$ cat src/hdl/gwc_fifo.sv
`timescale 1ns / 1ps
module gwc_fifo #(
  parameter int DEPTH = 4,
  parameter int WIDTH = 8
) (
  input  logic                         clk_i,
  input  logic                         rst_ni,
  input  logic                         push_i,
  input  logic [WIDTH-1:0]             wdata_i,
  input  logic                         pop_i,
  output logic [WIDTH-1:0]             rdata_o,
  output logic                         empty_o,
  output logic                         full_o,
  output logic [$clog2(DEPTH+1)-1:0]   count_o
);

  localparam int PW = $clog2(DEPTH);
  localparam int CW = $clog2(DEPTH + 1);

  logic [WIDTH-1:0] mem_q [DEPTH];
  logic [PW-1:0]    wr_q, rd_q;
  logic [CW-1:0]    cnt_q, cnt_d;

  assign rdata_o = mem_q[rd_q];
  assign empty_o = (cnt_q == '0);
  assign full_o  = (cnt_q == CW'(DEPTH));
  assign count_o = cnt_q;

  always_comb begin
    cnt_d = cnt_q;
    if (push_i && !pop_i) cnt_d = cnt_q + CW'(1);
    if (pop_i && !push_i) cnt_d = cnt_q - CW'(1);
  end

  always_ff @(posedge clk_i or negedge rst_ni) begin
    if (!rst_ni) begin
      wr_q  <= '0;
      rd_q  <= '0;
      cnt_q <= '0;
    end else begin
      if (push_i) wr_q <= wr_q + PW'(1);
      if (pop_i) rd_q <= rd_q + PW'(1);
      cnt_q <= cnt_d;
    end
  end

  always_ff @(posedge clk_i) begin
    if (push_i) mem_q[wr_q] <= wdata_i;
  end

endmodule

$ cat config.mk
export PLATFORM = sky130hd
export DESIGN_NAME = gwc_fifo
export DESIGN_NICKNAME = d
export VERILOG_FILES = /design/src/hdl/gwc_fifo.sv
export SDC_FILE = /design/constraint.sdc
export NUM_CORES = 1
export LEC_CHECK = 0
export ABC_AREA = 1
export BUFFER_PORTS_ARGS = -buffer_cell sky130_fd_sc_hd__buf_2
export CELL_PAD_IN_SITES_DETAIL_PLACEMENT = 0
export CELL_PAD_IN_SITES_GLOBAL_PLACEMENT = 1
export CORE_ASPECT_RATIO = 1.2
export CORE_MARGIN = 2
export CORE_UTILIZATION = 40
export DETAILED_ROUTE_END_ITERATION = 8
export PLACE_DENSITY_LB_ADDON = 0.1
export SKIP_LAST_GASP = 1
export SYNTH_ARGS = -nofsm -noshare
export SYNTH_HDL_FRONTEND = slang
export SYNTH_SLANG_ARGS = --single-unit
$ cat constraint.sdc
create_clock -name clk_i -period 1.45 [get_ports clk_i]
set_clock_uncertainty 0.15 [all_clocks]
set_input_delay 0.2175 -clock clk_i [delete_from_list [all_inputs] [get_ports clk_i]]
set_output_delay 0.2175 -clock clk_i [all_outputs]
set_load 0.1 [all_outputs]
==> summary.md <==
| Metric | Value |
|---|---|
| Status | `finished with violations` |
| Violated checks | `negative setup slack` |
| Via count | `1,133` |
| Initial antenna violation count | `0` |
| FMAX | `564 MHz` |
| Drt first pass iters | `4` |
| RSZ-0062 raised after global routing | `yes` |
| CTS Buf Count | `5` |
| Maximum clock path buffer count | `2` |
| Worst hold-check path type | `input port to flop` |
| M2 GR Usage | `28.9%` |
| Clk slew on worst S/H paths | `0.07 ns` |
| DP HPWL | `2260 microns` |
| GRT overflow | `0` |
| Largest net degree at the start of global routing | `33` |
| Sequential element share of the synthesized area | `66.5%` |
| First-pass GRT wire length | `5350 microns` |
| Crit path max fanout | `32` |
| Fin. max-slew vios | `0` |
| Mux share of post-synthesis cell area | `0%` |
| Layer with the highest usage | `met2` |
| Vias in the first global route | `1,179` |
| Syn. warnings | `0` |
| Critical Path AT | `1.41 ns` |
| # DRC | `0` |
| Gr usage total | `15.2%` |
| Vias per cell | `4.55` |
| Root Driver | `clkbuf_8` |
| TritonCTS clock tree | `built` |
| Compound-cell area share of the yosys netlist | `7.91%` |
| Cell Rows | `26` |
| Initial Utilization | `40.7%` |
| WL/cell | `12.6 microns` |
| Multi-input gate area | `493 sq um` |
| # diodes | `0` |
| IO Pins | `25` |
| Full die area | `0.00481 sq mm` |
| Total Wirelength | `3130 microns` |
| Core ar. | `0.00420 sq mm` |
| Cell Area, Synth | `0.00171 sq mm` |
| Register area | `0.00115 sq mm` |
| Min Clock Period, post-route | `1.77 ns` |
| DR iter-0 viols | `21` |
| Required time of the critical path | `1.08 ns` |
| Worst slew pin tran | `0.288 ns` |
| Die width | `63.7 microns` |
| Tcrit/Tclk final | `122%` |
| Routability cong. | `0.651` |
| Share of synthesized cell area in full adder, half adder and majority cells | `4.83%` |
| Area Overhead vs Synth | `47.7%` |
| Simple-gate share of the synthesized area | `8.93%` |
| Final setup fails | `12` |
| Clock net sink count | `39` |
| Met1 Usage GRT | `15.8%` |
| Commonest cells after routing, fill and taps aside | `edfxtp_1, inv_1, nand2_1` |
| Final ANT Viol Nets | `0` |
| Post-route setup slack | `-0.324 ns` |
| Slew Limit Headroom | `80.7%` |
| Routing usage on met3 | `4.73%` |
| Layout cells sized above 1 | `34.2%` |
| Commonest non-fill, non-tap cell in the layout | `edfxtp_1` |
| Maxcap violations | `0` |
| # H-tree levels | `2` |
| Crit. End Element | `output port` |
| Port buffer count | `24` |
| Critical path class | `flop to output port` |
| Fill cell count | `343` |
| Syn_area_per_cell | `12.0 sq um` |
| CP Launch Type | `flop` |
| Unique cell type count in the Yosys netlist | `17` |
| Synth Instances | `142` |
| Post-layout nets | `210` |
| WHS | `0.0803 ns` |
| Setup TNS | `-3.10 ns` |
| Combinational family with the most area after synthesis | `buffers and inverters` |
| Worst-Skew Late Latency | `0.28 ns` |
| Synth Area in XOR/XNOR | `2.05%` |
| Die Height | `75.6 microns` |
| Post-Syn Nets | `160` |
| Count of state elements after synthesis | `39` |
| Endpoints failing hold | `0` |
==> final timing paths <==
| check | depth (start not counted) | slack [ns] | to | startpoint |
|---|---|---|---|---|
| min | 3 | 0.08 | rd_q[0]$_DFFE_PN0P_ | pop_i |
| min in group asynchronous | 2 | 0.14 | count_o[0]$_DFFE_PN0P_ | rst_ni |
| max in group asynchronous | 2 | 0.83 | count_o[1]$_DFFE_PN0P_ | rst_ni |
| max | 4 | -0.32 | rdata_o[7] | rd_q[0]$_DFFE_PN0P_ |
| max reg2reg | 3 | 0.08 | count_o[1]$_DFFE_PN0P_ | count_o[0]$_DFFE_PN0P_ |
| min reg2reg | 1 | 0.38 | wr_q[0]$_DFFE_PN0P_ | wr_q[0]$_DFFE_PN0P_ |
==> through the flow <==
step	util, %	std cells	setup WS (ns)	instance area [sq um]
2_1_floorplan	-	142	-0.401	1810
3_3_place_gp	54.5	228	-0.00748	2290
3_5_place_dp	54.5	228	-0.0853	2290
4_1_cts	59.6	247	-0.349	2500
5_1_grt	60.2	249	-0.400	2520
6_report	60.2	249	-0.324	2520
==> final cells by class <==
type	instances	share of cell area, %
Sequential cell	39	45.4
Timing Repair Buffer	49	23.7
Multi-Input combinational cell	67	19.5
Inverter	30	4.56
Clock buffer	8	3.96
Tap cell	56	2.78
==> critical path, stage by stage, from the launching register on <==
cell	delay [ns]
dfrtp_1	0.41
buf_12	0.18
o211ai_1	0.27
nand2_4	0.09
buf_12	0.17
==> sequential cells by signal, indices dropped and copies added, names as in the netlist <==
name / cells
wr_q: 2
rd_q: 2
mem_q: 32
count_o: 3
==> what timing repair did <==
action / 4_1_cts / 5_1_grt
hold buffers: 7 / 2
buffers inserted: 4 / 0
hold endpoints to repair: 31 / 8
resized for setup: 4 / 3
endpoints found under the setup margin: 13 / 14
pin swaps: 4 / 7
==> cell families (layout without fill, tap and decap cells) <==
kind of cell,after synthesis,after routing
AOI/OAI and AO/OA,18,18
xor gates and xnor gates,4,4
adders and majority gates,6,6
buffers and inverters,36,87
DFF,39,39
and+or+nand+nor,39,39
==> cell usage after synthesis <==
master	n	area (sq um)
nor3_1	2	10.0
nand4_1	1	6.26
edfxtp_1	32	961
o211ai_1	15	113
o211ai_2	1	12.5
nand3_1	1	5.00
buf_6	4	45.0
nand2_1	35	131
ha_1	5	62.6
inv_2	1	3.75
o21ai_0	2	10.0
xor2_1	3	26.3
xnor2_1	1	8.76
dfrtp_1	7	175
inv_1	29	109
fa_1	1	20.0
buf_2	2	10.0
==> layer usage <==
layer | wire length (microns) | vias to the layer above
li1 | - | 567
met1 | 1160 | 540
met2 | 1770 | 21
met3 | 137 | 5
met4 | 58 | 0
met5 | 0 | -
Power is not shown: default switching activity piles up to over one toggle a cycle in this logic, so the estimate is an artifact.
