[config.mk]
export PLATFORM = sky130hd
export DESIGN_NAME = gwc_front
export DESIGN_NICKNAME = d
export VERILOG_FILES = /design/src/hdl/gwc_pkg.sv /design/src/hdl/gwc_front.sv
export SDC_FILE = /design/constraint.sdc
export NUM_CORES = 1
export LEC_CHECK = 0
export ABC_CLOCK_PERIOD_IN_PS = 12800
export BUFFER_PORTS_ARGS = -buffer_cell sky130_fd_sc_hd__buf_4
export CAP_MARGIN = 10
export CORE_MARGIN = 10
export CORE_UTILIZATION = 50
export DETAILED_ROUTE_END_ITERATION = 16
export PLACE_DENSITY = 0.68
export SETUP_SLACK_MARGIN = 0.5
export SKIP_CTS_REPAIR_TIMING = 1
export SLEW_MARGIN = 0
export SYNTH_ARGS = -nofsm -noshare
export SYNTH_HDL_FRONTEND = slang
export SYNTH_SLANG_ARGS = --single-unit
[constraint.sdc]
create_clock -name clk_i -period 12.8 [get_ports clk_i]
set_input_delay 2.56 -clock clk_i [delete_from_list [all_inputs] [get_ports clk_i]]
set_output_delay 2.56 -clock clk_i [all_outputs]
set_load 0.005 [all_outputs]
[src/hdl/gwc_pkg.sv]
`timescale 1ns / 1ps
package gwc_pkg;

  // default build parameters
  localparam int KernelSizeDef = 3;
  localparam int ChannelsDef   = 3;
  localparam int MaxWidthDef   = 1024;

  // queue depths (powers of two)
  localparam int CmdDepth = 4;
  localparam int OutDepth = 8;

  // configuration register indexes
  localparam logic [7:0] CFG_IMAGE_WIDTH  = 8'd0;
  localparam logic [7:0] CFG_IMAGE_HEIGHT = 8'd1;
  localparam logic [7:0] CFG_COEFF_D0     = 8'd2;
  localparam logic [7:0] CFG_COEFF_D1     = 8'd3;
  localparam logic [7:0] CFG_COEFF_D2     = 8'd4;
  localparam logic [7:0] CFG_COEFF_D4     = 8'd5;
  localparam logic [7:0] CFG_COEFF_D5     = 8'd6;
  localparam logic [7:0] CFG_COEFF_D8     = 8'd7;

  // register reset values
  localparam logic [10:0] WidthRst  = 11'd640;
  localparam logic [15:0] HeightRst = 16'd480;
  localparam logic [15:0] CoeffD0Rst = 16'd15952;
  localparam logic [15:0] CoeffD1Rst = 16'd8190;
  localparam logic [15:0] CoeffD2Rst = 16'd4206;
  localparam logic [15:0] CoeffD4Rst = 16'd0;
  localparam logic [15:0] CoeffD5Rst = 16'd0;
  localparam logic [15:0] CoeffD8Rst = 16'd0;

  // request codes
  localparam logic REQ_SAMPLE = 1'b0;
  localparam logic REQ_FLUSH  = 1'b1;

  typedef struct packed {
    logic       req_type;
    logic [7:0] sample;
  } in_item_t;

  typedef struct packed {
    logic [7:0] filtered;
    logic       frame_end;
  } out_item_t;

  typedef struct packed {
    logic [15:0] d0;
    logic [15:0] d1;
    logic [15:0] d2;
    logic [15:0] d4;
    logic [15:0] d5;
    logic [15:0] d8;
  } coeffs_t;

  // classification of one item, front to back
  typedef struct packed {
    logic       wr;
    logic       emit;
    logic       interior;
    logic       frame_end;
    logic [7:0] sample;
  } cmd_ctrl_t;

  // weight by squared distance from the window centre
  function automatic logic [15:0] weight_sel(input int d2, input coeffs_t c);
    logic [15:0] w;
    case (d2)
      0: w = c.d0;
      1: w = c.d1;
      2: w = c.d2;
      4: w = c.d4;
      5: w = c.d5;
      8: w = c.d8;
      default: w = 16'd0;
    endcase
    return w;
  endfunction

endpackage

[src/hdl/gwc_front.sv]
`timescale 1ns / 1ps
module gwc_front #(
  parameter int KERNEL_SIZE = gwc_pkg::KernelSizeDef,
  parameter int CHANNELS    = gwc_pkg::ChannelsDef,
  parameter int MAX_WIDTH   = gwc_pkg::MaxWidthDef
) (
  input  logic                                       clk_i,
  input  logic                                       rst_ni,
  input  logic                                       in_valid_i,
  output logic                                       in_ready_o,
  input  gwc_pkg::in_item_t                          in_item_i,
  input  logic [10:0]                                cfg_width_i,
  input  logic [15:0]                                cfg_height_i,
  input  logic                                       cmd_ready_i,
  output logic                                       cmd_push_o,
  output gwc_pkg::cmd_ctrl_t                         cmd_ctrl_o,
  output logic [((CHANNELS > 1) ? $clog2(CHANNELS) : 1)-1:0] cmd_ch_o,
  output logic [$clog2(MAX_WIDTH*CHANNELS)-1:0]      cmd_addr_o
);

  localparam int OFF = KERNEL_SIZE / 2;
  localparam int WW  = $clog2(MAX_WIDTH + 1);
  localparam int CHW = (CHANNELS > 1) ? $clog2(CHANNELS) : 1;
  localparam int AW  = $clog2(MAX_WIDTH * CHANNELS);
  localparam logic [CHW-1:0] ChLast = CHW'(CHANNELS - 1);
  localparam logic [WW:0]    OffC   = (WW+1)'(OFF);
  localparam logic [16:0]    OffR   = 17'(OFF);

  logic [CHW-1:0] i_ch_q, o_ch_q;
  logic [WW-1:0]  i_col_q, o_col_q, fw_q, fw, eff_w;
  logic [15:0]    i_row_q, o_row_q, fh_q, fh, eff_h;
  logic [AW-1:0]  i_pos_q;
  logic [31:0]    w32;
  logic           accept, start, all_in, is_write, emit, in_late, interior, fend;
  logic           i_ch_last, i_col_last, o_ch_last, o_col_last;

  always_comb begin
    w32 = 32'(cfg_width_i);
    if (w32 < 32'd3) eff_w = WW'(3);
    else if (w32 > 32'(MAX_WIDTH)) eff_w = WW'(MAX_WIDTH);
    else eff_w = WW'(w32);
    eff_h = (cfg_height_i < 16'd3) ? 16'd3 : cfg_height_i;
  end

  assign start = (i_ch_q == '0) && (i_col_q == '0) && (i_row_q == '0) &&
                 (o_ch_q == '0) && (o_col_q == '0) && (o_row_q == '0);
  assign fw = start ? eff_w : fw_q;
  assign fh = start ? eff_h : fh_q;

  assign all_in   = (i_row_q == fh);
  assign is_write = !all_in && (in_item_i.req_type == gwc_pkg::REQ_SAMPLE);
  // output starts once the sample OFF rows and OFF columns ahead is in
  assign in_late  = (17'(i_row_q) > OffR) ||
                    ((17'(i_row_q) == OffR) && ({1'b0, i_col_q} >= OffC));
  assign emit     = all_in || (is_write && in_late);

  assign interior = (17'(o_row_q) >= OffR) && (17'(o_row_q) + OffR < 17'(fh)) &&
                    ({1'b0, o_col_q} >= OffC) && ({1'b0, o_col_q} + OffC < {1'b0, fw});

  assign i_ch_last  = (i_ch_q == ChLast);
  assign i_col_last = (i_col_q == fw - WW'(1));
  assign o_ch_last  = (o_ch_q == ChLast);
  assign o_col_last = (o_col_q == fw - WW'(1));
  assign fend = emit && o_ch_last && o_col_last && (o_row_q == fh - 16'd1);

  assign in_ready_o = cmd_ready_i;
  assign accept     = in_valid_i && cmd_ready_i;
  assign cmd_push_o = accept && (is_write || emit);

  assign cmd_ctrl_o = '{wr: is_write, emit: emit, interior: interior,
                        frame_end: fend, sample: in_item_i.sample};
  assign cmd_ch_o   = i_ch_q;
  assign cmd_addr_o = i_pos_q;

  always_ff @(posedge clk_i or negedge rst_ni) begin
    if (!rst_ni) begin
      i_ch_q  <= '0;
      i_col_q <= '0;
      i_row_q <= '0;
      i_pos_q <= '0;
      o_ch_q  <= '0;
      o_col_q <= '0;
      o_row_q <= '0;
      fw_q    <= WW'(640 > MAX_WIDTH ? MAX_WIDTH : 640);
      fh_q    <= gwc_pkg::HeightRst;
    end else if (accept) begin
      fw_q <= fw;
      fh_q <= fh;
      if (fend) begin
        i_ch_q  <= '0;
        i_col_q <= '0;
        i_row_q <= '0;
        i_pos_q <= '0;
        o_ch_q  <= '0;
        o_col_q <= '0;
        o_row_q <= '0;
      end else begin
        if (is_write) begin
          if (i_ch_last) begin
            i_ch_q <= '0;
            if (i_col_last) begin
              i_col_q <= '0;
              i_row_q <= i_row_q + 16'd1;
              i_pos_q <= '0;
            end else begin
              i_col_q <= i_col_q + WW'(1);
              i_pos_q <= i_pos_q + AW'(1);
            end
          end else begin
            i_ch_q  <= i_ch_q + CHW'(1);
            i_pos_q <= i_pos_q + AW'(1);
          end
        end
        if (emit) begin
          if (o_ch_last) begin
            o_ch_q <= '0;
            if (o_col_last) begin
              o_col_q <= '0;
              o_row_q <= o_row_q + 16'd1;
            end else begin
              o_col_q <= o_col_q + WW'(1);
            end
          end else begin
            o_ch_q <= o_ch_q + CHW'(1);
          end
        end
      end
    end
  end

endmodule

==> impl_metrics.env, run 1 <==
export IMPL_async_flop_share_pct=100.0
export IMPL_routed_via_density=6.392
export IMPL_tightest_slew_ns=0.9391
export IMPL_synth_area_top_cells="dfrtp_1 (26%), ha_1 (6.0%), o21ai_0 (5.6%)"
export IMPL_cpMaxStageDelayCell="nor4_1"
export IMPL_diodes=0
export IMPL_nNetsFinal=1152
export IMPL_cp_data_required_time_ns=10.24
export IMPL_die_h_um=152.2
export IMPL_syn_avg_cell_area_um2=8.141
export IMPL_ys_seq_area_share_pct=27.85
export IMPL_wl_per_cell_um=21.37
export IMPL_first_iter_violations=936
export IMPL_synth_edf_count=0
export IMPL_p_sw_share_pct=39.39
export IMPL_initial_utilization_pct=50.73
export IMPL_netlist_area_mm2=0.008743
export IMPL_core_mm2=0.01724
export IMPL_path_cells="buf_4, nor4_1, a21oi_1, or4_4, and2_1, ha_1, inv_1, or3_1, xnor2_1, a21oi_1, nor2_1, xnor2_1, nand3_1, nor2_1, and4_1, nand2_1, inv_1, buf_4"
export IMPL_final_hold_viol_count=0
export IMPL_setup_violations=0
export IMPL_rrSetupSlack_ns=6.27
export IMPL_skew_ns=0.008161
export IMPL_fin_hold_ws_ns=0.4980
export IMPL_utilization_pct=54.36
export IMPL_rows=48
export IMPL_rsz0062_at_grt="false"
export IMPL_synth_distinct_cells=85
export IMPL_antenna_left=0
export IMPL_period_minus_slack_ns=9.250
export IMPL_clkLatencyLatePin_ns=0.36
export IMPL_hold_depth=2
export IMPL_io_buffer_count=51
export IMPL_yosysWarningCount=0
export IMPL_cts_tree="done"
export IMPL_min_to="fw_q[9]"
export IMPL_die_area_mm2=0.02318
export IMPL_netlist_area_leader_share_pct=26.04
export IMPL_intPower_mw=0.6976
export IMPL_arrival_ns=6.69
export IMPL_powerDensity_mw_per_mm2=122.9
export IMPL_p_leak_nw=3.782
export IMPL_fp_dieW_um=152.2
export IMPL_r2r_cells=19
export IMPL_status="complete, no violations"
export IMPL_wl_um=27780
export IMPL_gr_usage_all_layers_pct=23.21
export IMPL_drive_gt1_share_pct=11.63
export IMPL_worst_path_largest_cell_delay_ns=0.71
export IMPL_area_delta_synth_final_pct=7.155
export IMPL_numCtsBuffers=9
export IMPL_post_dp_hpwl_um=20730
export IMPL_fmax_mhz=108.1
export IMPL_power_share_sequential_pct=34.1
export IMPL_h_tree_depth=3
export IMPL_holdCritStartpoint="fw_q[9]"
export IMPL_cp_max_fo=15
export IMPL_gp_congestion=1.003
export IMPL_cts_sinks=97
export IMPL_clk_pin_slew_ns=0.07
export IMPL_synth_area_leader_cell="dfrtp_1"
export IMPL_switchingPower_mw=0.4534
export IMPL_max_vdd_ir_drop_mv=0.07264
export IMPL_grt_pass1_vias=7909
export IMPL_clockRootBuffer="clkbuf_16"
export IMPL_hp_class="reg -> reg"
export IMPL_grt_max_degree=94
export IMPL_synthesis_instances=1074
export IMPL_rr_endpoint="o_row_q[0]"
export IMPL_relSlewSlack_pct=37.39
export IMPL_pin_count=68
export IMPL_setup_tns_ns=0
export IMPL_comb_power_share_pct=41.4
export IMPL_grt_pass1_wl_um=44490
export IMPL_clock_path_buffers=2
export IMPL_cp_end_kind="primary output"
export IMPL_antenna_found_initial=0
export IMPL_critPathKind="in -> out"
export IMPL_drv_slew=0
export IMPL_critical_path_top_delay_family="simple AND/OR/NAND/NOR gates"
export IMPL_drt_pass1_iterations=5
export IMPL_drcViolationCount=0
export IMPL_critical_path_buf_inv_count=4
export IMPL_p_clk_share_pct=24.5
export IMPL_reg2reg_from="o_row_q[0]"
export IMPL_synth_ff_latch_count=97
export IMPL_ys_flop_type="dfrtp_1"
export IMPL_period_share_pct=72.26
export IMPL_synth_nets=1156
export IMPL_gr_total_overflow=0
export IMPL_cap_viol_max_count=0
export IMPL_route_vias_total=8309
export IMPL_start_kind="primary input"
-- final cells by class --
cell class                 instances  area [um^2]
clock inverter                     7        68.82
timing repair buffer              61        457.9
tap                              225        281.5
inverter                          39        146.4
sequential                        97         2435
fill                            1667         7868
clock buffer                       9        225.2
multi-input combinational        862         5754
-- cells in the mapped netlist, types with 21 or more instances --
library cell / n
inv_1: 39
xnor2_1: 50
o21a_1: 21
nor2_1: 62
xor2_1: 36
nand2_1: 94
dfrtp_1: 91
nand3_1: 52
nor3_1: 38
a21oi_1: 63
ha_1: 42
nor4_1: 26
o21ai_0: 97
clkbuf_1: 41
-- layout by cell type (no fill, tap or decap), types with 14 or more instances in the layout --
cell type,Yosys,final
o21a_1,21,21
mux2i_1,17,17
nand2_1,94,93
o21ai_0,97,97
or4_1,16,16
nand3_1,52,52
nand4_1,20,20
nor2_1,62,62
inv_1,39,39
ha_1,42,42
xnor2_1,50,50
xor2_1,36,36
or3_1,15,15
a22o_1,16,16
a21oi_1,63,63
nor3_1,38,38
nor4_1,26,26
buf_4,15,61
and2_1,14,14
dfrtp_1,91,91
-- flip-flops by register name, summed over array words and instances (netlist names) --
| register | cells |
|---|---|
| cmd_addr_o | 12 |
| cmd_ch_o | 2 |
| fh_q | 16 |
| fw_q | 11 |
| i_col_q | 11 |
| i_row_q | 16 |
| o_ch_q | 2 |
| o_col_q | 11 |
| o_row_q | 16 |
-- layer usage --
layer	share of wire, %	wire length [um]	track usage, %
met1	46	12780	32.67
met3	8.0	2216	4.149
met5	0	0	0
met2	44	12120	34.66
met4	2.4	661	8.116
-- stage by stage --
step / instances / setup slack [ns] / instance area, um^2 / total power [mW]
final: 1300 / 3.550 / 9369 / 1.151
after global routing: 1300 / 3.133 / 9369 / 1.225
after CTS: 1300 / 3.636 / 9369 / 1.148
after detailed placement: 1284 / 3.690 / 9075 / 0.8623
after global placement: 1284 / 3.877 / 9075 / 0.8601
after floorplan: 1074 / 4.553 / 8743 / 0.7269
-- power by group through the flow --
| stage | sequential [mW] | clock [mW] | combinational, mW |
|---|---|---|---|
| floorplan | 0.374 | 0 | 0.353 |
| global placement | 0.395 | 0 | 0.465 |
| detailed placement | 0.396 | 0 | 0.466 |
| CTS | 0.391 | 0.286 | 0.471 |
| global route | 0.398 | 0.298 | 0.529 |
| finish | 0.392 | 0.282 | 0.477 |
-- logic make-up (layout without fill, tap and decap cells) --
kind of cell | Yosys count | count (layout) | synth area share (%)
buffers and inverters | 115 | 116 | 6.368
AOI/OAI and AO/OA | 292 | 292 | 21.45
DFF | 97 | 97 | 27.85
adders and majority gates | 42 | 42 | 6.010
and+or+nand+nor | 415 | 415 | 26.07
xor gates and xnor gates | 89 | 89 | 9.402
muxes | 24 | 24 | 2.848
-- worst max path at each step --
stage	from	end	slack [ns]	depth (start not counted)
5_1_grt	cfg_width_i[3]	cmd_ctrl_o[8]	3.13	17
2_1_floorplan	cfg_width_i[3]	cmd_ctrl_o[8]	4.55	19
6_report	cfg_width_i[3]	cmd_ctrl_o[8]	3.55	18
3_3_place_gp	cfg_width_i[3]	cmd_ctrl_o[8]	3.88	18
3_5_place_dp	cfg_width_i[3]	cmd_ctrl_o[8]	3.69	17
4_1_cts	cfg_width_i[3]	cmd_ctrl_o[8]	3.64	17
-- tightest hold or removal path: stages (launching register included) --
cell and delay, ns:
dfstp_2 0.38, nand2_1 0.04, o21ai_0 0.07
Note: power is estimated with default switching activity, not from simulation.
==> run 2: changes to the inputs <==
Settings changed: ABC_AREA set to 1, ABC_CLOCK_PERIOD_IN_PS 12800 to 9700.
Clock period 12.8 ns to 9.7 ns, I/O delays scaled along.
==> impl_metrics.env, run 2 <==
export IMPL_cp_common_cell="nand3_1"
export IMPL_p_leak_nw=5.392
export IMPL_path_cells="buf_4, nor2_1, nand3_1, o21ai_1, nand3_1, nor2_1, nor2_4, ha_1, nand3_1, nor2_2, nand2_1, nor2_1, xnor3_1, nand3_1, nor2_4, nand2_4, inv_1, buf_4"
export IMPL_start_kind="primary input"
export IMPL_cp_max_fo=12
export IMPL_async_flop_share_pct=100.0
export IMPL_critPathKind="in -> out"
export IMPL_fp_dieW_um=155.9
export IMPL_wl_um=27690
export IMPL_pin_count=68
export IMPL_wl_per_cell_um=16.15
export IMPL_yosysMostFrequentCell="nand2_1"
export IMPL_numCtsBuffers=9
export IMPL_routed_via_density=5.424
export IMPL_clockRootBuffer="clkbuf_16"
export IMPL_cap_viol_max_count=0
export IMPL_core_mm2=0.01809
export IMPL_final_common_cell="nand2_1"
export IMPL_post_dp_hpwl_um=21770
export IMPL_status="complete, no violations"
export IMPL_syn_avg_cell_area_um2=6.292
export IMPL_first_iter_violations=780
export IMPL_grt_pass1_vias=8682
export IMPL_top_regs="fh_q (16), i_row_q (16), o_row_q (16)"
export IMPL_area_delta_synth_final_pct=7.239
export IMPL_drcViolationCount=0
export IMPL_arrival_ns=4.61
export IMPL_drt_pass1_iterations=5
export IMPL_synthesis_instances=1467
export IMPL_placedCellCount=1699
export IMPL_powerDensity_mw_per_mm2=183.8
export IMPL_gp_congestion=0.9563
export IMPL_fmax_mhz=152.6
export IMPL_yosysWarningCount=0
export IMPL_instances_no_fill=1715
export IMPL_antenna_left=0
export IMPL_worst_path_largest_cell_delay_ns=0.40
export IMPL_gr_usage_all_layers_pct=22.81
export IMPL_netlist_area_leader_share_pct=24.67
export IMPL_clock_path_buffers=2
export IMPL_ys_seq_area_share_pct=26.38
export IMPL_relSlewSlack_pct=50.63
export IMPL_grt_max_degree=56
export IMPL_setup_tns_ns=0
export IMPL_synth_distinct_cells=43
export IMPL_final_hold_viol_count=0
export IMPL_setup_violations=0
export IMPL_gr_total_overflow=0
export IMPL_cpMaxStageDelayCell="o21ai_1"
export IMPL_cp_data_required_time_ns=7.76
export IMPL_synthTopCellsByCount="nand2_1 (432), inv_1 (203), nand3_1 (174)"
export IMPL_initial_utilization_pct=51.03
export IMPL_skew_ns=0.01384
export IMPL_cp_end_kind="primary output"
export IMPL_nNetsFinal=1563
export IMPL_synth_edf_count=0
export IMPL_mostFrequentLayoutCells="nand2_1 (432), inv_1 (203), nand3_1 (174), nor2_1 (154), dfrtp_1 (91)"
export IMPL_tightest_slew_ns=0.7388
export IMPL_die_area_mm2=0.02430
export IMPL_synth_area_leader_cell="dfrtp_1"
export IMPL_route_vias_total=9303
export IMPL_hp_class="reg -> reg"
export IMPL_netlist_area_mm2=0.009230
export IMPL_drive_gt1_share_pct=9.219
export IMPL_rows=49
export IMPL_h_tree_depth=3
export IMPL_period_share_pct=67.55
export IMPL_cts_sinks=97
export IMPL_io_buffer_count=51
export IMPL_max_vdd_ir_drop_mv=0.09355
export IMPL_clk_pin_slew_ns=0.07
export IMPL_period_minus_slack_ns=6.552
export IMPL_rsz0062_at_grt="false"
export IMPL_diodes=0
export IMPL_cts_tree="done"
export IMPL_fill_cells=1860
export IMPL_drv_slew=0
export IMPL_clkLatencyLatePin_ns=0.36
export IMPL_synth_area_top_cells="dfrtp_1 (25%), nand2_1 (18%), nand3_1 (9.4%)"
export IMPL_grt_pass1_wl_um=44880
export IMPL_synth_nets=1549
export IMPL_ys_flop_type="dfrtp_1"
export IMPL_fin_hold_ws_ns=0.4870
export IMPL_die_h_um=155.9
export IMPL_antenna_found_initial=0
export IMPL_synth_ff_latch_count=97
## run 2: per-stage QoR
step,utilization [%],power [mW],cell area [um^2],worst slack (ns)
floorplan,-,1.192,9230,3.511
global placement,53.05,1.420,9595,3.235
detailed placement,53.05,1.433,9595,3.174
CTS,54.73,1.816,9898,3.173
global route,54.73,1.967,9898,2.674
finish,54.73,1.819,9898,3.148
## run 2: logic make-up (layout without fill, tap and decap cells)
kind of cell,count (synthesis),after routing,synth area share [%]
AO/OA/AOI/OAI,131,131,7.957
XOR/XNOR,60,60,5.843
AND/OR/NAND/NOR,876,876,42.05
adder cells (fa/ha/maj),42,42,5.693
flip-flops,97,97,26.38
buffers and inverters,261,280,12.08
## run 2: critical path: cells and delay by family
kind | cells | cell delay, ns
simple gates | 12 | 1.50
compound gates | 1 | 0.40
xor+xnor | 1 | 0.24
fa+ha+maj | 1 | 0.23
buf+inv | 3 | 0.27
## run 2: final timing paths
check | from | end | slack, ns | cells past startpoint
min in group asynchronous | rst_ni | fh_q[10] | 1.56 | 1
max in group asynchronous | rst_ni | fw_q[0] | 6.98 | 2
hold / removal | fw_q[8] | fw_q[8] | 0.49 | 2
setup reg to reg | i_col_q[0] | i_row_q[4] | 4.27 | 23
hold reg to reg | fw_q[8] | fw_q[8] | 0.49 | 2
setup / recovery | cfg_width_i[7] | cmd_ctrl_o[8] | 3.15 | 18
## run 2: layout make-up
cell class	count	area, um^2	area share, %
inverter	210	788.3	7.964
sequential	97	2435	24.60
clock buffer	9	225.2	2.275
multi-input combinational	1109	5680	57.39
clock inverter	7	77.57	0.7837
tap	229	286.5	2.895
timing repair buffer	54	405.4	4.096
## run 2: report_power, final
group	internal (mW)	switching [mW]	total [mW]	leakage [nW]
clock	0.203	0.177	0.380	0.147
combinational	0.314	0.551	0.865	4.01
sequential	0.471	0.103	0.575	1.23
total	0.989	0.831	1.82	5.39
## run 2: per-layer routing
metal / GRT usage, % / part of all wire, %
met1: 29.28 / 45
met2: 37.63 / 46
met3: 3.226 / 5.0
met4: 9.577 / 3.6
met5: 0 / 0
==> run 3: changes to the inputs <==
Settings changed: ABC_AREA 1 to 0, ABC_CLOCK_PERIOD_IN_PS 9700 to 5800, PLACE_DENSITY 0.68 to 0.71.
Clock period 9.7 ns to 5.8 ns, I/O delays scaled along.
==> impl_metrics.env, run 3 (synthesized netlist as in run 1, its figures left out) <==
export IMPL_status="complete, no violations"
export IMPL_diodes=0
export IMPL_drive_gt1_share_pct=20.23
export IMPL_pin_count=68
export IMPL_wl_per_cell_um=20.85
export IMPL_cp_max_fo=6
export IMPL_p_leak_nw=4.187
export IMPL_clock_path_buffers=2
export IMPL_totalPowerFinal_mw=2.617
export IMPL_gr_usage_all_layers_pct=23.60
export IMPL_fp_dieW_um=152.2
export IMPL_first_iter_violations=783
export IMPL_drcViolationCount=0
export IMPL_clk_pin_slew_ns=0.08
export IMPL_critical_path_buf_inv_count=3
export IMPL_hp_class="reg -> reg"
export IMPL_antenna_found_initial=0
export IMPL_relSlewSlack_pct=42.14
export IMPL_final_hold_viol_count=0
export IMPL_start_kind="flip-flop"
export IMPL_grt_pass1_vias=7923
export IMPL_top_regs="fh_q (16), i_row_q (16), o_row_q (16)"
export IMPL_h_tree_depth=3
export IMPL_numCtsBuffers=9
export IMPL_gr_total_overflow=0
export IMPL_fmax_mhz=172.4
export IMPL_clockRootBuffer="clkbuf_16"
export IMPL_setup_tns_ns=0
export IMPL_core_mm2=0.01724
export IMPL_final_common_cell="buf_4"
export IMPL_cp_common_cell="o21a_1"
export IMPL_tightest_slew_ns=0.8649
export IMPL_grt_max_degree=55
export IMPL_cts_tree="done"
export IMPL_cts_sinks=97
export IMPL_area_delta_synth_final_pct=16.10
export IMPL_cap_viol_max_count=0
export IMPL_drt_pass1_iterations=6
export IMPL_wl_um=28710
export IMPL_grt_pass1_wl_um=44830
export IMPL_critical_path_top_delay_family="simple AND/OR/NAND/NOR gates"
export IMPL_die_area_mm2=0.02318
export IMPL_cp_end_kind="primary output"
export IMPL_post_dp_hpwl_um=22250
export IMPL_path_cells="nor4_4, nand4_1, buf_6, or3_4, or4_4, and2_4, inv_2, ha_4, nor2b_1, o21a_1, o21a_1, o21a_1, o21a_1, o21a_1, o21a_1, o21a_1, o21a_1, o21ai_1, nand4_1, nor2_1, buf_4"
export IMPL_io_buffer_count=51
export IMPL_setup_violations=0
export IMPL_instances_no_fill=1377
export IMPL_period_share_pct=100.0
export IMPL_die_h_um=152.2
export IMPL_worst_path_largest_cell_delay_ns=0.54
export IMPL_max_vdd_ir_drop_mv=0.1664
export IMPL_clkLatencyLatePin_ns=0.37
export IMPL_period_minus_slack_ns=5.800
export IMPL_arrival_ns=4.64
export IMPL_rows=48
export IMPL_cpMaxStageDelayCell="or4_4"
export IMPL_cp_data_required_time_ns=4.64
export IMPL_rrSetupSlack_ns=0.63
export IMPL_rsz0062_at_grt="true"
export IMPL_routed_via_density=6.289
export IMPL_gp_congestion=1.026
export IMPL_route_vias_total=8660
export IMPL_skew_ns=0.01133
export IMPL_nNetsFinal=1229
export IMPL_placedCellCount=1343
export IMPL_antenna_left=0
export IMPL_critPathKind="reg -> out"
export IMPL_mostFrequentLayoutCells="buf_4 (136), o21ai_0 (95), nand2_1 (91), dfrtp_1 (88)"
export IMPL_powerDensity_mw_per_mm2=257.8
export IMPL_drv_slew=0
export IMPL_initial_utilization_pct=50.73
-- run 3: changes by cell type in the layout (fill, tap and decap cells not counted), moves of 21 or more --
| cell | delta |
|---|---|
| nand2_1 | -341 |
| nand3_1 | -122 |
| o21ai_0 | +28 |
| buf_4 | +82 |
| a21oi_1 | +41 |
| inv_1 | -170 |
| nor2_1 | -93 |
| xnor2_1 | +42 |
| nand2_2 | -21 |
-- run 3: area by class of cell --
cell class | instances | area [um^2]
flip-flops and latches | 97 | 2439
clock buffers | 10 | 229.0
fillers | 1576 | 7086
repair buffers | 138 | 1047
clock inverters | 6 | 75.07
inverters | 39 | 146.4
multi-input cells | 862 | 5933
well taps | 225 | 281.5
-- run 3: report_power, final --
| part | total (mW) | internal, mW | switching, mW |
|---|---|---|---|
| Combinational | 1.12 | 0.501 | 0.624 |
| Sequential | 0.855 | 0.739 | 0.115 |
| Clock | 0.637 | 0.341 | 0.296 |
-- run 3: path summary, 6_finish.rpt --
check                           start             to  cells after the start
max                        o_row_q[7]  cmd_ctrl_o[9]                     21
min                           fw_q[9]        fw_q[9]                      2
max reg2reg                o_row_q[7]    i_row_q[10]                     19
min reg2reg                   fw_q[9]        fw_q[9]                      2
max in group asynchronous      rst_ni    i_row_q[14]                      2
min in group asynchronous      rst_ni     i_col_q[7]                      1
-- run 3: stage by stage --
step	hold WS (ns)	utilization, %	instance area (um^2)	setup slack, ns
after floorplan	0.4678	-	8802	0.5027
after global placement	0.4812	55.45	9558	0.1719
after detailed placement	0.4925	55.45	9558	0.1335
after CTS	0.5095	57.22	9862	-0.1128
after global routing	0.5316	58.89	10150	-0.2132
final	0.5074	58.89	10150	0.0002527
-- run 3: tightest hold or removal path, cell delays in order, from the launching register on --
cell and delay, ns:
dfstp_2 0.39, nand2_1 0.05, o21ai_0 0.07
-- run 3: per-layer routing --
metal / wire, um / part of all wire [%] / track usage, % / vias to the layer above
met3: 2455 / 8.6 / 4.290 / 47
met4: 533 / 1.9 / 6.373 / 0
met1: 13190 / 46 / 34.32 / 4151
met2: 12530 / 44 / 34.74 / 385
met5: 0 / 0 / 0 / -
li1: - / - / - / 4077
